File: src/design/ngpar_pkg.sv
`timescale 1ns / 1ps
// ----------------------------------------------------------------------------
// ngpar_pkg: shared types and constants
// Register map, sequencer states and fixed-point constants for the noise gate.
// ----------------------------------------------------------------------------
package ngpar_pkg;

	// register indexes, byte address = 4 * index
	localparam logic [1:0] REG_SMOOTH    = 2'd0;
	localparam logic [1:0] REG_THRESHOLD = 2'd1;
	localparam logic [1:0] REG_ATTACK    = 2'd2;
	localparam logic [1:0] REG_RELEASE   = 2'd3;

	localparam int          ADDR_W      = 4;
	localparam int          DATA_W      = 32;
	localparam logic [16:0] GAIN_ONE    = 17'd65536;
	localparam logic [15:0] SMOOTH_RST  = 16'd1000;
	localparam logic [31:0] THRESH_RST  = 32'd4294967;
	localparam logic [16:0] ATTACK_RST  = 17'd27;
	localparam logic [16:0] RELEASE_RST = 17'd5;

	// serial multiplier: 4-bit digits of a 24-bit multiplier operand
	localparam int          DIGIT_W  = 4;
	localparam int          MULB_W   = 24;
	localparam logic [2:0]  DIGITS_C = 3'(MULB_W / DIGIT_W);

	typedef enum logic [2:0] {
		ST_IDLE,
		ST_SQ,
		ST_PW,
		ST_PWC,
		ST_GN,
		ST_OUT,
		ST_DONE
	} ngpar_state_t;

endpackage

File: src/design/noise_gate_power_attack_release.sv
`timescale 1ns / 1ps
// ----------------------------------------------------------------------------
// noise_gate_power_attack_release: per-channel noise gate
// Tracks a smoothed power per channel, opens or closes the gate against a
// threshold and slews the channel gain with attack and release steps.
// ----------------------------------------------------------------------------
//
//  port group   dir   payload                          transaction when
//  s_*          in    tdata: channel, sample_in        s_tvalid & s_tready
//  m_*          out   tdata: sample_out, channel_out;  m_tvalid & m_tready
//                     tuser: gate_open
//  APB          in    4 registers at 0x0, 0x4, 0x8, 0xC psel & penable & pwrite
//
//  An in-range sample passes from its acceptance through four products run
//  through one radix-16 serial multiplier, 6 digit steps each, with a finish
//  step after each product and a state between the power and gain products,
//  to the load of the output register. An out-of-range channel goes straight
//  from acceptance to the load. A new sample is accepted only after the last
//  one has been loaded into the output register.
//  The output register holds a result while the next sample is accepted; only
//  the final load waits on m_tready. Reset restores the register defaults,
//  zero power and full gain on all channels, and takes effect at once.
//
module noise_gate_power_attack_release #(
	parameter int MAX_CHANNELS = 8
) (
	input  logic                          clk,
	input  logic                          arst_n,
	// stream in
	input  logic                          s_tvalid,
	output logic                          s_tready,
	input  logic [31:0]                   s_tdata,   // [2:0] channel, [26:3] sample_in
	// stream out
	output logic                          m_tvalid,
	input  logic                          m_tready,
	output logic [31:0]                   m_tdata,   // [23:0] sample_out, [26:24] channel_out
	output logic                          m_tuser,   // [0] gate_open
	// configuration
	input  logic                          psel,
	input  logic                          penable,
	input  logic                          pwrite,
	input  logic [ngpar_pkg::ADDR_W-1:0]  paddr,
	input  logic [ngpar_pkg::DATA_W-1:0]  pwdata,
	output logic [ngpar_pkg::DATA_W-1:0]  prdata,
	output logic                          pready
);
	import ngpar_pkg::*;

	localparam int IDX_W = (MAX_CHANNELS > 1) ? $clog2(MAX_CHANNELS) : 1;

	// configuration registers
	logic [15:0] smooth_q;
	logic [31:0] thresh_q;
	logic [16:0] attack_q;
	logic [16:0] release_q;

	// per-channel state
	logic [31:0] power_q [MAX_CHANNELS];
	logic [16:0] gain_st_q [MAX_CHANNELS];

	// sequencer and item registers
	ngpar_state_t        state_q, state_d;
	logic [2:0]          ch_q;
	logic signed [23:0]  x_q;
	logic                oor_q;
	logic [31:0]         pw_q;
	logic [16:0]         gain_q;
	logic                open_q;

	// serial multiplier
	logic signed [33:0]  a_q;
	logic [MULB_W-1:0]   b_q;
	logic signed [37:0]  hi_q;
	logic [MULB_W-1:0]   lo_q;
	logic [2:0]          cnt_q;

	// output register
	logic                m_tvalid_q;
	logic [23:0]         sout_q;
	logic [2:0]          chout_q;
	logic                gate_q;

	// ------------------------------------------------------------------------
	// configuration port
	// ------------------------------------------------------------------------
	logic cfg_wr;
	assign pready = 1'b1;
	assign cfg_wr = psel & penable & pwrite & pready;

	always_ff @(posedge clk or negedge arst_n) begin
		if (!arst_n) begin
			smooth_q  <= SMOOTH_RST;
			thresh_q  <= THRESH_RST;
			attack_q  <= ATTACK_RST;
			release_q <= RELEASE_RST;
		end else if (cfg_wr) begin
			case (paddr[3:2])
				REG_SMOOTH:    smooth_q  <= pwdata[15:0];
				REG_THRESHOLD: thresh_q  <= pwdata[31:0];
				REG_ATTACK:    attack_q  <= pwdata[16:0];
				REG_RELEASE:   release_q <= pwdata[16:0];
				default:       ;
			endcase
		end
	end

	always_comb begin
		case (paddr[3:2])
			REG_SMOOTH:    prdata = {16'd0, smooth_q};
			REG_THRESHOLD: prdata = thresh_q;
			REG_ATTACK:    prdata = {15'd0, attack_q};
			REG_RELEASE:   prdata = {15'd0, release_q};
			default:       prdata = '0;
		endcase
	end

	// ------------------------------------------------------------------------
	// input decode
	// ------------------------------------------------------------------------
	logic [2:0]         in_ch;
	logic [23:0]        in_x;
	logic [23:0]        in_xabs;
	logic [5:0]         in_chx;
	logic               in_oor;
	logic [IDX_W-1:0]   in_idx;
	logic [5:0]         ch_x;
	logic [IDX_W-1:0]   idx;
	logic               accept;

	assign in_ch   = s_tdata[2:0];
	assign in_x    = s_tdata[26:3];
	// magnitude of a full-scale negative sample is 2^23, still fits 24 bits
	assign in_xabs = in_x[23] ? (~in_x + 24'd1) : in_x;
	assign in_chx  = {3'd0, in_ch};
	assign in_oor  = (in_chx >= 6'(MAX_CHANNELS));
	assign in_idx  = in_chx[IDX_W-1:0];
	assign ch_x    = {3'd0, ch_q};
	assign idx     = ch_x[IDX_W-1:0];
	assign accept  = s_tvalid & s_tready;

	// ------------------------------------------------------------------------
	// serial multiplier step: accumulate A * digit, shift one digit right
	// ------------------------------------------------------------------------
	logic signed [4:0]   digit;
	logic signed [37:0]  pp;
	logic signed [37:0]  psum;
	logic signed [61:0]  prod;
	logic                mul_done;

	assign digit    = $signed({1'b0, b_q[DIGIT_W-1:0]});
	assign pp       = a_q * digit;
	assign psum     = hi_q + pp;
	assign prod     = {hi_q, lo_q};
	assign mul_done = (cnt_q == DIGITS_C);

	// ------------------------------------------------------------------------
	// arithmetic between products
	// ------------------------------------------------------------------------
	logic [31:0]         sq_sat;
	logic signed [32:0]  pdiff;
	logic signed [35:0]  pw_sum;
	logic [31:0]         pw_new;
	logic                open_c;
	logic signed [17:0]  gdiff;
	logic [16:0]         step_f;
	logic signed [21:0]  g_sum;
	logic [16:0]         gain_new;

	// x*x in Q0.32 is the product shifted by 14, saturated at all ones
	assign sq_sat = (prod[47:46] != 2'd0) ? 32'hFFFF_FFFF : prod[45:14];
	assign pdiff  = $signed({1'b0, sq_sat}) - $signed({1'b0, pw_q});
	assign pw_sum = $signed({4'd0, pw_q}) + $signed(prod[51:16]);

	always_comb begin
		if (pw_sum[35])
			pw_new = '0;
		else if (pw_sum[34:32] != 3'd0)
			pw_new = 32'hFFFF_FFFF;
		else
			pw_new = pw_sum[31:0];
	end

	assign open_c = (pw_q >= thresh_q);
	assign gdiff  = (open_c ? $signed({1'b0, GAIN_ONE}) : 18'sd0) - $signed({1'b0, gain_q});
	assign step_f = (gdiff > 18'sd0) ? attack_q : release_q;
	assign g_sum  = $signed({5'd0, gain_q}) + $signed(prod[37:16]);

	always_comb begin
		if (g_sum[21])
			gain_new = '0;
		else if (g_sum > $signed({5'd0, GAIN_ONE}))
			gain_new = GAIN_ONE;
		else
			gain_new = g_sum[16:0];
	end

	// ------------------------------------------------------------------------
	// sequencer
	// ------------------------------------------------------------------------
	logic out_free;
	assign out_free = ~m_tvalid_q | m_tready;

	always_ff @(posedge clk or negedge arst_n) begin
		if (!arst_n)
			state_q <= ST_IDLE;
		else
			state_q <= state_d;
	end

	always_comb begin
		state_d  = state_q;
		s_tready = 1'b0;
		case (state_q)
			ST_IDLE: begin
				s_tready = 1'b1;
				if (s_tvalid)
					state_d = in_oor ? ST_DONE : ST_SQ;
			end
			ST_SQ:   if (mul_done) state_d = ST_PW;
			ST_PW:   if (mul_done) state_d = ST_PWC;
			ST_PWC:  state_d = ST_GN;
			ST_GN:   if (mul_done) state_d = ST_OUT;
			ST_OUT:  if (mul_done) state_d = ST_DONE;
			ST_DONE: if (out_free) state_d = ST_IDLE;
			default: state_d = ST_IDLE;
		endcase
	end

	// multiplier control: load operands at the start of each product, else step
	always_ff @(posedge clk or negedge arst_n) begin
		if (!arst_n) begin
			cnt_q <= DIGITS_C;
		end else begin
			case (state_q)
				ST_IDLE: if (accept) cnt_q <= '0;
				ST_SQ, ST_GN: begin
					if (mul_done)
						cnt_q <= (state_q == ST_GN) ? 3'd0 : 3'd0;
					else
						cnt_q <= cnt_q + 3'd1;
				end
				ST_PW: if (!mul_done) cnt_q <= cnt_q + 3'd1;
				ST_PWC: cnt_q <= '0;
				ST_OUT: if (!mul_done) cnt_q <= cnt_q + 3'd1;
				default: ;
			endcase
		end
	end

	// multiplier datapath and item registers
	always_ff @(posedge clk) begin
		case (state_q)
			ST_IDLE: begin
				if (accept) begin
					ch_q   <= in_ch;
					x_q    <= $signed(in_x);
					oor_q  <= in_oor;
					pw_q   <= power_q[in_idx];
					gain_q <= gain_st_q[in_idx];
					a_q    <= $signed({10'd0, in_xabs});
					b_q    <= in_xabs;
					hi_q   <= '0;
					lo_q   <= '0;
				end
			end
			ST_SQ: begin
				if (mul_done) begin
					// power update: alpha * (p - pw)
					a_q  <= 34'(pdiff);
					b_q  <= {8'd0, smooth_q};
					hi_q <= '0;
					lo_q <= '0;
				end
			end
			ST_PW: begin
				if (mul_done)
					pw_q <= pw_new;
			end
			ST_PWC: begin
				// gain update: step * (target - gain)
				open_q <= open_c;
				a_q    <= 34'(gdiff);
				b_q    <= {7'd0, step_f};
				hi_q   <= '0;
				lo_q   <= '0;
			end
			ST_GN: begin
				if (mul_done) begin
					gain_q <= gain_new;
					a_q    <= 34'(x_q);
					b_q    <= {7'd0, gain_new};
					hi_q   <= '0;
					lo_q   <= '0;
				end
			end
			default: ;
		endcase
		if ((state_q == ST_SQ || state_q == ST_PW || state_q == ST_GN || state_q == ST_OUT)
			&& !mul_done) begin
			hi_q <= psum >>> DIGIT_W;
			lo_q <= {psum[DIGIT_W-1:0], lo_q[MULB_W-1:DIGIT_W]};
			b_q  <= b_q >> DIGIT_W;
		end
	end

	// per-channel state: write back power and gain at the end of each update
	always_ff @(posedge clk or negedge arst_n) begin
		if (!arst_n) begin
			for (int i = 0; i < MAX_CHANNELS; i++) begin
				power_q[i]   <= '0;
				gain_st_q[i] <= GAIN_ONE;
			end
		end else begin
			if (state_q == ST_PW && mul_done)
				power_q[idx] <= pw_new;
			if (state_q == ST_GN && mul_done)
				gain_st_q[idx] <= gain_new;
		end
	end

	// ------------------------------------------------------------------------
	// output register
	// ------------------------------------------------------------------------
	logic out_load;
	assign out_load = (state_q == ST_DONE) && out_free;

	always_ff @(posedge clk or negedge arst_n) begin
		if (!arst_n)
			m_tvalid_q <= 1'b0;
		else if (out_load)
			m_tvalid_q <= 1'b1;
		else if (m_tready)
			m_tvalid_q <= 1'b0;
	end

	always_ff @(posedge clk) begin
		if (out_load) begin
			// out-of-range channels pass the sample through with the gate closed
			sout_q  <= oor_q ? x_q : prod[39:16];
			chout_q <= ch_q;
			gate_q  <= oor_q ? 1'b0 : open_q;
		end
	end

	assign m_tvalid = m_tvalid_q;
	assign m_tdata  = {5'd0, chout_q, sout_q};
	assign m_tuser  = gate_q;

	// ------------------------------------------------------------------------
	// assertions
	// ------------------------------------------------------------------------
	a_one_item: assert property (@(posedge clk) disable iff (!arst_n)
		(state_q != ST_IDLE) |-> !s_tready)
		else $error("input taken while an item is in flight");

	a_digit_count: assert property (@(posedge clk) disable iff (!arst_n)
		cnt_q <= DIGITS_C)
		else $error("multiplier digit count out of range");

	a_gain_range: assert property (@(posedge clk) disable iff (!arst_n)
		(state_q == ST_OUT) |-> (gain_q <= GAIN_ONE))
		else $error("channel gain above full scale");

	a_result_source: assert property (@(posedge clk) disable iff (!arst_n)
		$rose(m_tvalid_q) |-> $past(state_q == ST_DONE))
		else $error("result presented without a finished item");

endmodule
File: config.mk
export PLATFORM = sky130hd
export DESIGN_NAME = noise_gate_power_attack_release
export DESIGN_NICKNAME = d
export VERILOG_FILES = /design/src/design/ngpar_pkg.sv /design/src/design/noise_gate_power_attack_release.sv
export SDC_FILE = /design/constraint.sdc
export NUM_CORES = 2
export LEC_CHECK = 0
export BUFFER_PORTS_ARGS = -buffer_cell sky130_fd_sc_hd__buf_2
export CELL_PAD_IN_SITES_DETAIL_PLACEMENT = 1
export CELL_PAD_IN_SITES_GLOBAL_PLACEMENT = 2
export CORE_UTILIZATION = 38
export CTS_BUF_LIST = sky130_fd_sc_hd__clkbuf_4 sky130_fd_sc_hd__clkbuf_8 sky130_fd_sc_hd__clkbuf_16
export DETAILED_ROUTE_END_ITERATION = 8
export GPL_TIMING_DRIVEN = 0
export PLACE_DENSITY = 0.82
export SLEW_MARGIN = 10
export SYNTH_ARGS = -nofsm -noshare
export SYNTH_HDL_FRONTEND = slang
export SYNTH_SLANG_ARGS = --single-unit
File: constraint.sdc
create_clock -name clk -period 6.6 [get_ports clk]
set_input_delay 0.33 -clock clk [delete_from_list [all_inputs] [get_ports clk]]
set_output_delay 0.33 -clock clk [all_outputs]
set_load 0.01 [all_outputs]
==> run_results.csv <==
group,metric,value,unit
detailed_routing,vias_per_cell,5.70,
finish,regArea,18200,µm²
yosys,synth.top_cell.area_share,27.5,%
global_route,antenna_found_initial,16,
detailed_routing,drc,0,
timing,min_period,6.37,ns
detailed_routing,dr.pass1.iters,5,
yosys,synth_cells,3880,
detailed_routing,vias,32100,
worst_hold_path,min_path_cells,1,
floorplanning,die_y,330,µm
cts,htree_levels,3,
cts,clk_latency,0.68,ns
floorplanning,ioPinCount,143,
global_route,grt_pass1_vias,33400,
cts,cts_sinks,687,
global_route,grt_pass1_wl,216,mm
yosys,synth.distinct_cells,87,
setup_path,rr_worst_depth,17,
placement,place_ws,0.0888,ns
cts,path_clk_slew,0.06,ns
setup_path,worstSetupPathType,"reg -> reg",
yosys,yosysWarnings,0,
timing,fin_skew,0.0240,ns
timing,relSlewSlack,21.5,%
cts,post-cts-setup-buffers,0,
finish,multi_input_area,21300,µm²
flow_run,max-cap-violations,0,
yosys,synth_seq_area_share,44.6,%
placement,gp_routability_congestion,0.941,
yosys,synth_ff_type,"dfrtp_1",
yosys,yosysTopAreaCell,"dfrtp_1",
timing,fmax,157,MHz
yosys,netlist_top_cells_area,"dfrtp_1, edfxtp_1, mux4_2",
yosys,syn_area_per_cell,10.5,µm²
floorplanning,dieArea,109000,µm²
cts,cts-root-buf,"clkbuf_16",
global_route,grtUsageTotal,26.5,%
pwr,ir_worst_vdd,0.000395,V
timing,fin_tns_setup,0,ns
worst_hold_path,hold_path_class,"in -> reg",
floorplanning,core,106000,µm²
timing,rsz0062_at_grt,"false",
setup_path,critPathRequiredTime,7.12,ns
cts,numCtsBuffers,82,
finish,num-nets-final,4538,
floorplanning,die_w,330,µm
outcome,status,"finished, final reports clean",
finish,drive_gt1_share,13.9,%
setup_path,start_kind,"register",
pwr,power_leakage,19.8,nW
yosys,synthArstFlopShare,70.0,%
floorplanning,initial_core_util,38.6,%
timing,drv_slew,0,
placement,hpwl,109,mm
timing,setup-violations-final,0,
global_route,grt_overflow,0,
finish,syn_to_final_growth,14.9,%
detailed_routing,drtIter0Drc,2385,
timing,finalCritPeriodShare,96.5,%
finish,final_util,44.3,%
setup_path,critPathCaptureType,"register",
detailed_routing,avgRoutedWirePerCell,25.4,µm
cts,cts_buffer_depth,3,
detailed_routing,ant_nets,0,
floorplanning,row_count,119,
detailed_routing,routed_wl,143,mm
placement,numPortBuffers,129,
yosys,synth_edf_count,202,
timing,tightest_slew,1.17,ns
yosys,ys_ff_latch,687,
setup_path,cp.arrival,6.89,ns
pwr,power_density,634,nW/µm²
global_route,grt_max_degree,109,
timing,timing.final.ws_setup,0.229,ns
finish,nFillCells,11700,
setup_path,cp_max_fo,10,
cts,tritoncts,"built",
timing,hold_viol_final,0,
yosys,synth_area,40800,µm²
==> where the power goes <==
| group | internal (W) | leakage, nW | switching, W |
|---|---|---|---|
| combinational | 0.00711 | 9.86 | 0.0112 |
| clock | 0.00278 | 1.41 | 0.00198 |
| sequential | 0.00574 | 8.50 | 0.000960 |
| total | 0.0156 | 19.8 | 0.0141 |
==> per-layer routing <==
| metal | up-vias | track usage, % | part of all wire, % |
|---|---|---|---|
| met5 | - | 0 | 0.025 |
| met4 | 6 | 10.5 | 4.0 |
| met3 | 236 | 3.53 | 4.8 |
| met2 | 785 | 42.6 | 47 |
| met1 | 16500 | 36.1 | 45 |
| li1 | 14500 | - | - |
==> cell type report <==
type	count	area share (%)
diodes	6	0.0320
repair buffers	199	3.08
clock inverters	37	0.883
flip-flops and latches	687	38.8
inverters	125	1.00
plain buffers	219	1.93
clock buffers	117	5.16
multi-input cells	2853	45.4
well taps	1391	3.71
==> layout by cell type (no fill, tap or decap), drive strengths merged, types with 16 or more instances in the layout <==
cell type,count
a211oi,64
a21o,54
a21oi,191
a31oi,23
and2,164
buf,171
clkbuf,305
clkinv,22
dfrtp,449
dfstp,32
dlygate4sd3,59
edfxtp,202
fa,103
ha,193
inv,131
mux2,68
mux2i,26
mux4,114
nand2,572
nand2b,22
nand3,47
nand4,17
nor2,123
nor2b,57
nor3,35
o211ai,24
o21a,16
o21ai,573
o31ai,17
or3,41
xnor2,64
xor2,62
==> state kept, by name (all words and copies together) (netlist names), 10 cells and up <==
name       count
a_q           33
x_q           24
b_q           24
pw_q          32
lo_q          10
gain_st_q    136
thresh_q      32
sout_q        24
power_q      256
attack_q      17
smooth_q      16
hi_q          34
gain_q        17
release_q     17
==> logic make-up (layout without fill, tap and decap cells) <==
group	count (synthesis)	after routing	synth area share, %
AOI/OAI and AO/OA	1080	1080	16.3
xor gates and xnor gates	126	126	2.72
adders and majority gates	296	296	11.0
buffers and inverters	344	697	3.37
DFF	687	687	44.6
muxes	208	208	8.80
other	2	12	0.0184
and+or+nand+nor	1137	1137	13.2
==> timing repair <==
| action | CTS | global route |
|---|---|---|
| hold buffers | 59 | 0 |
| resized for setup | 0 | 1 |
| setup endpoints to repair | 0 | 2 |
| endpoints found under the hold margin | 193 | 0 |
==> per-stage QoR <==
step	total power (W)	std cells	area (µm²)	hold WS, ns
3_5_place_dp	0.0248	5415	43500	0.397
2_1_floorplan	0.0195	3884	40800	0.0344
5_1_grt	0.0319	5632	46900	0.0350
4_1_cts	0.0297	5628	46900	0.00209
3_3_place_gp	0.0243	5404	43200	0.427
6_report	0.0298	5634	46900	0.0572
==> synthesized netlist by cell type, types with 67 or more instances <==
master,count
o21ai_0,480
edfxtp_1,202
dfrtp_1,449
nand2_1,563
ha_1,193
a21oi_1,191
inv_1,125
fa_1,103
mux2_2,67
mux4_2,114
nor2_1,123
clkbuf_1,187
and2_1,163
==> critical path: stages, from the launching register on <==
cell and delay (ns):
edfxtp_1 0.64, clkbuf_1 0.52, nand2_1 0.16, fa_1 0.58
fa_1 0.46, fa_1 0.55, inv_1 0.04, ha_1 0.36
o21ai_0 0.22, nor2_1 0.11, o2111ai_1 0.50, a21oi_1 0.26
o32ai_1 0.50, o21ai_0 0.23, a41oi_1 0.36, a21boi_0 0.20
a31oi_1 0.28, mux2i_1 0.22
==> path summary, 6_finish.rpt <==
kind,startpoint,endpoint,slack (ns)
hold / removal,s_tdata[3],x_q[0]$_DFFE_PP_,0.06
setup reg to reg,b_q[1]$_DFFE_PP_,hi_q[36]$_SDFFCE_PN0P_,0.23
max in group asynchronous,arst_n,gain_st_q[88]$_DFFE_PN0P_,4.34
min in group asynchronous,arst_n,power_q[185]$_DFFE_PN0P_,0.25
hold reg to reg,ch_q[2]$_DFFE_PP_,chout_q[2]$_DFFE_PP_,0.44
setup / recovery,b_q[1]$_DFFE_PP_,hi_q[36]$_SDFFCE_PN0P_,0.23
(Power assumes the default switching activity.)
